**src/hw/rtl/mrpt_pkg.sv**
```systemverilog
// mrpt_pkg: shared constants, tables and controller/datapath interface types
// for the 64-bit primality tester; no dependencies
package mrpt_pkg;

  localparam int TRIAL_PRIMES = 168;
  localparam int NUM_BASES    = 6;

  localparam logic [7:0] LAST_PRIME = 8'(TRIAL_PRIMES - 1);
  localparam logic [2:0] LAST_BASE  = 3'(NUM_BASES - 1);

  // outcome codes
  localparam logic [2:0] OC_BELOW_TWO    = 3'd0;
  localparam logic [2:0] OC_SMALL_PRIME  = 3'd1;
  localparam logic [2:0] OC_SMALL_FACTOR = 3'd2;
  localparam logic [2:0] OC_WITNESS      = 3'd3;
  localparam logic [2:0] OC_PASSED       = 3'd4;

  // montgomery operand selection
  localparam logic [1:0] MS_A_R2    = 2'd0;
  localparam logic [1:0] MS_ACC_X   = 2'd1;
  localparam logic [1:0] MS_X_X     = 2'd2;
  localparam logic [1:0] MS_ACC_ACC = 2'd3;

  localparam logic [9:0] PRIME_TAB [168] = '{
    10'd2, 10'd3, 10'd5, 10'd7, 10'd11, 10'd13, 10'd17, 10'd19, 10'd23, 10'd29,
    10'd31, 10'd37, 10'd41, 10'd43, 10'd47, 10'd53, 10'd59, 10'd61, 10'd67, 10'd71,
    10'd73, 10'd79, 10'd83, 10'd89, 10'd97, 10'd101, 10'd103, 10'd107, 10'd109, 10'd113,
    10'd127, 10'd131, 10'd137, 10'd139, 10'd149, 10'd151, 10'd157, 10'd163, 10'd167,
    10'd173, 10'd179, 10'd181, 10'd191, 10'd193, 10'd197, 10'd199, 10'd211, 10'd223,
    10'd227, 10'd229, 10'd233, 10'd239, 10'd241, 10'd251, 10'd257, 10'd263, 10'd269,
    10'd271, 10'd277, 10'd281, 10'd283, 10'd293, 10'd307, 10'd311, 10'd313, 10'd317,
    10'd331, 10'd337, 10'd347, 10'd349, 10'd353, 10'd359, 10'd367, 10'd373, 10'd379,
    10'd383, 10'd389, 10'd397, 10'd401, 10'd409, 10'd419, 10'd421, 10'd431, 10'd433,
    10'd439, 10'd443, 10'd449, 10'd457, 10'd461, 10'd463, 10'd467, 10'd479, 10'd487,
    10'd491, 10'd499, 10'd503, 10'd509, 10'd521, 10'd523, 10'd541, 10'd547, 10'd557,
    10'd563, 10'd569, 10'd571, 10'd577, 10'd587, 10'd593, 10'd599, 10'd601, 10'd607,
    10'd613, 10'd617, 10'd619, 10'd631, 10'd641, 10'd643, 10'd647, 10'd653, 10'd659,
    10'd661, 10'd673, 10'd677, 10'd683, 10'd691, 10'd701, 10'd709, 10'd719, 10'd727,
    10'd733, 10'd739, 10'd743, 10'd751, 10'd757, 10'd761, 10'd769, 10'd773, 10'd787,
    10'd797, 10'd809, 10'd811, 10'd821, 10'd823, 10'd827, 10'd829, 10'd839, 10'd853,
    10'd857, 10'd859, 10'd863, 10'd877, 10'd881, 10'd883, 10'd887, 10'd907, 10'd911,
    10'd919, 10'd929, 10'd937, 10'd941, 10'd947, 10'd953, 10'd967, 10'd971, 10'd977,
    10'd983, 10'd991, 10'd997
  };

  localparam logic [3:0] BASE_TAB [6] = '{4'd2, 4'd3, 4'd5, 4'd7, 4'd11, 4'd13};

  typedef struct packed {
    logic       load_n;
    logic       td_clr;
    logic       td_step;
    logic [7:0] td_pidx;
    logic [2:0] td_chunk;
    logic       su_init;
    logic       su_step;
    logic [6:0] su_cnt;
    logic       base_load;
    logic [2:0] base_idx;
    logic       base_sub;
    logic       mm_start;
    logic [1:0] mm_sel;
    logic       x_wr;
    logic       acc_wr;
    logic       acc_init;
    logic       e_shift;
    logic       sq_init;
    logic       rcnt_inc;
  } mrpt_cmd_t;

  typedef struct packed {
    logic n_lt2;
    logic td_eq;
    logic td_zero;
    logic a_ge_n;
    logic a_zero;
    logic mm_done;
    logic e_zero;
    logic e_lsb;
    logic e_one;
    logic acc_is_r1;
    logic acc_is_m1;
    logic res_is_m1;
    logic sq_left;
  } mrpt_sts_t;

endpackage

```
**src/hw/rtl/mrpt_ctrl.sv**
```systemverilog
// mrpt_ctrl: sequencing state machine and result register of the primality tester
// uses mrpt_pkg
module mrpt_ctrl (
  input  logic                clk,
  input  logic                rst_n,
  input  logic                in_valid,
  output logic                in_stall,
  output logic                out_valid,
  input  logic                out_stall,
  output logic                out_is_prime,
  output logic [2:0]          out_outcome,
  input  mrpt_pkg::mrpt_sts_t sts,
  output mrpt_pkg::mrpt_cmd_t cmd
);
  import mrpt_pkg::*;

  localparam logic [3:0] S_IDLE      = 4'd0;
  localparam logic [3:0] S_TD_INIT   = 4'd1;
  localparam logic [3:0] S_TD        = 4'd2;
  localparam logic [3:0] S_SU_INIT   = 4'd3;
  localparam logic [3:0] S_SU        = 4'd4;
  localparam logic [3:0] S_BASE_INIT = 4'd5;
  localparam logic [3:0] S_BASE_MOD  = 4'd6;
  localparam logic [3:0] S_MM_XA     = 4'd7;
  localparam logic [3:0] S_EXP       = 4'd8;
  localparam logic [3:0] S_MM_ACC    = 4'd9;
  localparam logic [3:0] S_MM_XX     = 4'd10;
  localparam logic [3:0] S_CHECK     = 4'd11;
  localparam logic [3:0] S_SQ        = 4'd12;
  localparam logic [3:0] S_MM_SQ     = 4'd13;
  localparam logic [3:0] S_DONE      = 4'd14;

  logic [3:0] state_r, state_nxt;
  logic [7:0] pidx_r, pidx_nxt;
  logic [2:0] chunk_r, chunk_nxt;
  logic [6:0] cnt_r, cnt_nxt;
  logic [2:0] bidx_r, bidx_nxt;
  logic [2:0] code_r, code_nxt;
  logic       out_valid_r, out_valid_nxt;
  logic       out_is_prime_r;
  logic [2:0] out_outcome_r;
  logic       out_load;

  always_comb begin
    state_nxt    = state_r;
    pidx_nxt     = pidx_r;
    chunk_nxt    = chunk_r;
    cnt_nxt      = cnt_r;
    bidx_nxt     = bidx_r;
    code_nxt     = code_r;
    out_load     = 1'b0;
    cmd          = '0;
    cmd.td_pidx  = pidx_r;
    cmd.td_chunk = chunk_r;
    cmd.su_cnt   = cnt_r;
    cmd.base_idx = bidx_r;

    unique case (state_r)
      S_IDLE: begin
        cmd.load_n = in_valid;
        if (in_valid) state_nxt = S_TD_INIT;
      end
      S_TD_INIT: begin
        if (sts.n_lt2) begin
          code_nxt  = OC_BELOW_TWO;
          state_nxt = S_DONE;
        end else begin
          cmd.td_clr = 1'b1;
          pidx_nxt   = '0;
          chunk_nxt  = '0;
          state_nxt  = S_TD;
        end
      end
      S_TD: begin
        cmd.td_step = 1'b1;
        chunk_nxt   = chunk_r + 3'd1;
        if (chunk_r == 3'd7) begin
          priority if (sts.td_eq) begin
            code_nxt  = OC_SMALL_PRIME;
            state_nxt = S_DONE;
          end else if (sts.td_zero) begin
            code_nxt  = OC_SMALL_FACTOR;
            state_nxt = S_DONE;
          end else if (pidx_r == LAST_PRIME) begin
            state_nxt = S_SU_INIT;
          end else begin
            pidx_nxt = pidx_r + 8'd1;
          end
        end
      end
      S_SU_INIT: begin
        cmd.su_init = 1'b1;
        cnt_nxt     = '0;
        state_nxt   = S_SU;
      end
      S_SU: begin
        cmd.su_step = 1'b1;
        cnt_nxt     = cnt_r + 7'd1;
        if (cnt_r == 7'd127) begin
          bidx_nxt  = '0;
          state_nxt = S_BASE_INIT;
        end
      end
      S_BASE_INIT: begin
        cmd.base_load = 1'b1;
        state_nxt     = S_BASE_MOD;
      end
      S_BASE_MOD: begin
        priority if (sts.a_ge_n) begin
          cmd.base_sub = 1'b1;
        end else if (sts.a_zero) begin
          if (bidx_r == LAST_BASE) begin
            code_nxt  = OC_PASSED;
            state_nxt = S_DONE;
          end else begin
            bidx_nxt  = bidx_r + 3'd1;
            state_nxt = S_BASE_INIT;
          end
        end else begin
          cmd.mm_start = 1'b1;
          cmd.mm_sel   = MS_A_R2;
          state_nxt    = S_MM_XA;
        end
      end
      S_MM_XA: begin
        if (sts.mm_done) begin
          cmd.x_wr     = 1'b1;
          cmd.acc_init = 1'b1;
          state_nxt    = S_EXP;
        end
      end
      S_EXP: begin
        priority if (sts.e_zero) begin
          state_nxt = S_CHECK;
        end else if (sts.e_lsb) begin
          cmd.mm_start = 1'b1;
          cmd.mm_sel   = MS_ACC_X;
          state_nxt    = S_MM_ACC;
        end else begin
          cmd.mm_start = 1'b1;
          cmd.mm_sel   = MS_X_X;
          state_nxt    = S_MM_XX;
        end
      end
      S_MM_ACC: begin
        cmd.mm_sel = MS_ACC_X;
        if (sts.mm_done) begin
          cmd.acc_wr = 1'b1;
          if (sts.e_one) begin
            // last exponent bit: the final square of x is never used
            cmd.e_shift = 1'b1;
            state_nxt   = S_EXP;
          end else begin
            cmd.mm_start = 1'b1;
            cmd.mm_sel   = MS_X_X;
            state_nxt    = S_MM_XX;
          end
        end
      end
      S_MM_XX: begin
        cmd.mm_sel = MS_X_X;
        if (sts.mm_done) begin
          cmd.x_wr    = 1'b1;
          cmd.e_shift = 1'b1;
          state_nxt   = S_EXP;
        end
      end
      S_CHECK: begin
        if (sts.acc_is_r1 || sts.acc_is_m1) begin
          if (bidx_r == LAST_BASE) begin
            code_nxt  = OC_PASSED;
            state_nxt = S_DONE;
          end else begin
            bidx_nxt  = bidx_r + 3'd1;
            state_nxt = S_BASE_INIT;
          end
        end else begin
          cmd.sq_init = 1'b1;
          state_nxt   = S_SQ;
        end
      end
      S_SQ: begin
        if (sts.sq_left) begin
          cmd.mm_start = 1'b1;
          cmd.mm_sel   = MS_ACC_ACC;
          state_nxt    = S_MM_SQ;
        end else begin
          code_nxt  = OC_WITNESS;
          state_nxt = S_DONE;
        end
      end
      S_MM_SQ: begin
        cmd.mm_sel = MS_ACC_ACC;
        if (sts.mm_done) begin
          cmd.acc_wr   = 1'b1;
          cmd.rcnt_inc = 1'b1;
          if (sts.res_is_m1) begin
            if (bidx_r == LAST_BASE) begin
              code_nxt  = OC_PASSED;
              state_nxt = S_DONE;
            end else begin
              bidx_nxt  = bidx_r + 3'd1;
              state_nxt = S_BASE_INIT;
            end
          end else begin
            state_nxt = S_SQ;
          end
        end
      end
      S_DONE: begin
        if (!out_valid_r || !out_stall) begin
          out_load  = 1'b1;
          state_nxt = S_IDLE;
        end
      end
      default: state_nxt = S_IDLE;
    endcase

    out_valid_nxt = out_load | (out_valid_r & out_stall);
  end

  always_ff @(posedge clk) begin
    if (!rst_n) begin
      state_r     <= S_IDLE;
      out_valid_r <= 1'b0;
    end else begin
      state_r     <= state_nxt;
      out_valid_r <= out_valid_nxt;
    end
  end

  always_ff @(posedge clk) begin
    pidx_r  <= pidx_nxt;
    chunk_r <= chunk_nxt;
    cnt_r   <= cnt_nxt;
    bidx_r  <= bidx_nxt;
    code_r  <= code_nxt;
    if (out_load) begin
      out_outcome_r  <= code_r;
      out_is_prime_r <= (code_r == OC_SMALL_PRIME) || (code_r == OC_PASSED);
    end
  end

  assign in_stall     = (state_r != S_IDLE);
  assign out_valid    = out_valid_r;
  assign out_is_prime = out_is_prime_r;
  assign out_outcome  = out_outcome_r;

endmodule

```
**config.mk**
```make
export PLATFORM = sky130hd
export DESIGN_NAME = mrpt_ctrl
export DESIGN_NICKNAME = d
export VERILOG_FILES = /design/src/hw/rtl/mrpt_pkg.sv /design/src/hw/rtl/mrpt_ctrl.sv
export SDC_FILE = /design/constraint.sdc
export NUM_CORES = 1
export LEC_CHECK = 0
export ABC_AREA = 1
export BUFFER_PORTS_ARGS = -buffer_cell sky130_fd_sc_hd__buf_2
export CORE_MARGIN = 2
export CORE_UTILIZATION = 57
export DETAILED_ROUTE_END_ITERATION = 10
export GPL_TIMING_DRIVEN = 0
export PLACE_DENSITY = 0.86
export SLEW_MARGIN = 15
export SYNTH_ARGS = -nofsm -noshare
export SYNTH_HDL_FRONTEND = slang
export SYNTH_SLANG_ARGS = --single-unit
```
**constraint.sdc**
```tcl
create_clock -name clk -period 4.3 [get_ports clk]
set_input_delay 0.645 -clock clk [delete_from_list [all_inputs] [get_ports clk]]
set_output_delay 0.645 -clock clk [all_outputs]
set_load 0.005 [all_outputs]
```
==> metrics.log <==
[metrics] type of the worst min-delay path: flop to flop
[metrics] slew at the pin closest to its max-slew limit: 1.13 ns
[metrics] Post-Syn Instances: 311
[metrics] Post-Layout Cell Count: 426
[metrics] area inside the core boundary: 3720 um^2
[metrics] status: finished, final reports clean
[metrics] number of detailed-routing iterations run before antenna repair: 5
[metrics] proportion of synthesized chip area in sequential cells: 42.2%
[metrics] Starting Density: 60.1%
[metrics] Arrival @ worst endpoint: 1.69 ns
[metrics] number of remaining DRC errors: 0
[metrics] insertion delay to the later sink of the worst-skew pair: 0.30 ns
[metrics] number of buffers added by the clock tree synthesis step: 5
[metrics] Yosys warning total: 0
[metrics] Total Neg Setup Slack: 0 ns
[metrics] largest net degree at the start of global routing: 12
[metrics] number of antenna-violating nets in the routed design: 0
[metrics] half-perimeter wire length after detailed placement: 4290 um
[metrics] Area Overhead vs Synth: 19.8%
[metrics] proportion of register bits with asynchronous set or reset after synthesis: 0%
[metrics] combinational power share: 45.2%
[metrics] area share of the largest cell type after synthesis: 37.7%
[metrics] cell taking the most area after synthesis: sky130_fd_sc_hd__edfxtp_1
[metrics] average detailed-routed wire length per instance: 12.6 um
[metrics] count of endpoints failing hold in the final timing report: 0
[metrics] unrepaired setup endpoints after global routing: no
[metrics] Setup Viol. Count Final: 0
[metrics] maximum net fanout on the critical path: 8
[metrics] Setup Buffers After CTS: 0
[metrics] largest stage delay on the critical path: 0.39 ns
[metrics] leak pwr: 0.00142 uW
[metrics] number of enable flip-flop cells after synthesis: 28
[metrics] GPL Wtd Cong: 0.895
[metrics] die boundary width: 66.6 um
[metrics] Ports: 60
[metrics] worst hold-check slack: 0.453 ns
[metrics] layout cells sized above 1: 24.1%
[metrics] CTS max path bufs: 2
[metrics] number of cells upsized or downsized after cts: 0
[metrics] clock transition at the registers of the reported paths: 0.07 ns
[metrics] clock tree from TritonCTS: built
[metrics] vias in the first global route: 1,865
[metrics] clock network power share: 16.2%
[metrics] Power Internal: 803 uW
[metrics] register bit count reported by yosys: 33
[metrics] number of levels in the clock H-tree: 2
[metrics] total of max-cap violations: 0
[metrics] sequential fraction of design power: 38.5%
[metrics] site row count: 22
[metrics] Cell Pwr Density: 537 nW/um^2
[metrics] area of the die: 4430 um^2
[metrics] number of different library cells in the post-synthesis netlist: 31
[metrics] all-layer global routing usage: 25.2%
[metrics] portion of the clock cycle consumed by the worst path in the final layout: 54.3%
[metrics] ys flop type: sky130_fd_sc_hd__edfxtp_1
[metrics] Worst IR Drop VDD: 0.330 mV
[metrics] hold buffer count at CTS: 0
[metrics] kind of end point of the critical path: output pin
[metrics] critical path launch point type: flop
[metrics] shortest clock period the worst path allows after layout: 2.34 ns
[metrics] biggest area contributors in the synthesized netlist: sky130_fd_sc_hd__edfxtp_1 38%, sky130_fd_sc_hd__nand2_1 13%, sky130_fd_sc_hd__nor2_1 9.2%, sky130_fd_sc_hd__inv_1 7.6%, sky130_fd_sc_hd__dfxtp_1 4.5%
[metrics] antenna violations before repair: 0
[metrics] switching power total: 632 uW
[metrics] relative slew slack: 24.0%
[metrics] Die Ht: 66.6 um
[metrics] number of nets at the end of the flow: 400
[metrics] slowest stage cell on the critical path: sky130_fd_sc_hd__dfxtp_1
[metrics] Syn Area/Cell: 7.18 um^2
[metrics] cell area after synthesis: 2230 um^2
[metrics] total clock sinks: 33
[metrics] achievable clock frequency: 428 MHz
[metrics] total wire length after detailed routing: 5360 um
[metrics] cell count after placement: 418
[metrics] final max-slew violation count: 0
[metrics] dominant cell by count in the synthesized netlist: sky130_fd_sc_hd__nand2_1
[metrics] setup slack, reg-to-reg: 1.99 ns
[metrics] number of nets in the synthesized netlist: 334
[metrics] average vias per placed instance: 5.19
[metrics] crit path cell chain: nor2_2, nand2_1, inv_1, a21oi_1, o211ai_1, buf_2
[metrics] net switching share of the total power: 44.0%
[metrics] clock root buffer: sky130_fd_sc_hd__clkbuf_8
[metrics] vias: 2,210
[metrics] commonest cells in the netlist: 80 x sky130_fd_sc_hd__nand2_1, 55 x sky130_fd_sc_hd__nor2_1, 45 x sky130_fd_sc_hd__inv_1
[metrics] Starting DRT DRC Count: 178
[metrics] total gr overflow: 0
[metrics] crit path kind: flop to output pin
[metrics] Critical Path RT: 3.65 ns
[metrics] diodes inserted: 0
[metrics] count of input and output buffers: 59
[metrics] Final Skew: 0.00762 ns
[metrics] first-pass GRT wire length: 8360 um
## registers in the layout, indices dropped and copies added, names as in the netlist
name / cells
pidx_r: 8
out_valid: 1
out_is_prime: 1
chunk_r: 3
out_outcome: 3
code_r: 3
bidx_r: 3
cnt_r: 7
state_r: 4
## power groups by stage
stage	clock network [uW]	registers, uW	logic (uW)
after floorplan	0	545	444
after CTS	231	551	645
final	233	553	649
after global placement	0	552	621
after global routing	244	563	733
after detailed placement	0	558	637
## path summary, 6_finish.rpt
kind,startpoint,depth (start not counted),endpoint
setup / recovery,state_r[0],6,cmd[6]
hold / removal,code_r[1],0,out_outcome[1]
setup reg to reg,state_r[0],4,pidx_r[6]
hold reg to reg,code_r[1],0,out_outcome[1]
## worst max-delay path, delay by kind of cell (launching register included)
family | cells | cell delay, ns
AOI/OAI and AO/OA | 2 | 0.19
buffers and inverters | 2 | 0.26
DFF | 1 | 0.39
and+or+nand+nor | 2 | 0.56
## cell usage in the layout (no fill, tap or decap), types with 2 or more instances in the layout
cell type	n
sky130_fd_sc_hd__clkinv_2	2
sky130_fd_sc_hd__buf_2	59
sky130_fd_sc_hd__o211ai_1	2
sky130_fd_sc_hd__clkbuf_8	5
sky130_fd_sc_hd__o21ai_0	11
sky130_fd_sc_hd__nor2_2	6
sky130_fd_sc_hd__nor3_1	4
sky130_fd_sc_hd__nand3b_1	2
sky130_fd_sc_hd__inv_1	45
sky130_fd_sc_hd__o2111ai_1	2
sky130_fd_sc_hd__inv_2	6
sky130_fd_sc_hd__edfxtp_1	28
sky130_fd_sc_hd__ha_1	6
sky130_fd_sc_hd__a21oi_2	2
sky130_fd_sc_hd__nor4_1	2
sky130_fd_sc_hd__nor2_4	2
sky130_fd_sc_hd__dfxtp_1	5
sky130_fd_sc_hd__o21ai_1	2
sky130_fd_sc_hd__xor2_1	3
sky130_fd_sc_hd__nand3_1	20
sky130_fd_sc_hd__nand2_1	80
sky130_fd_sc_hd__nand2_2	6
sky130_fd_sc_hd__nor2_1	55
sky130_fd_sc_hd__a21oi_1	12
## cell type report
class | count | area (um^2)
timing repair buffer | 59 | 295
buffer | 1 | 3.75
inverter | 51 | 191
clock inverter | 3 | 17.5
clock buffer | 5 | 68.8
fill | 322 | 1040
tap | 48 | 60.1
sequential | 33 | 941
multi-input combinational | 226 | 1100
## metrics by stage
stage	total power, uW	setup WS [ns]	utilization [%]	instance area [um^2]
after global placement	1170	1.74	69.6	2590
after CTS	1430	1.98	72.0	2670
after floorplan	989	2.16	-	2230
final	1440	1.96	72.0	2670
after detailed placement	1190	1.75	69.6	2590
after global routing	1540	1.86	72.0	2670
## metal layers
metal / global-route usage, % / vias to the layer above / wire length (um)
met5: 0 / - / 0
met4: 6.89 / 0 / 84
met3: 4.73 / 10 / 365
met2: 41.8 / 99 / 2520
met1: 33.7 / 966 / 2390
li1: - / 1135 / -
## kinds of logic (layout without fill, tap and decap cells)
family,count (synthesis),in the layout,synth area share [%]
compound gates,34,34,8.86
buf+inv,52,119,8.74
xor+xnor,4,4,1.57
flops,33,33,42.2
fa+ha+maj,6,6,3.36
simple gates,182,182,35.3
Power figures use the tool's default switching activity.
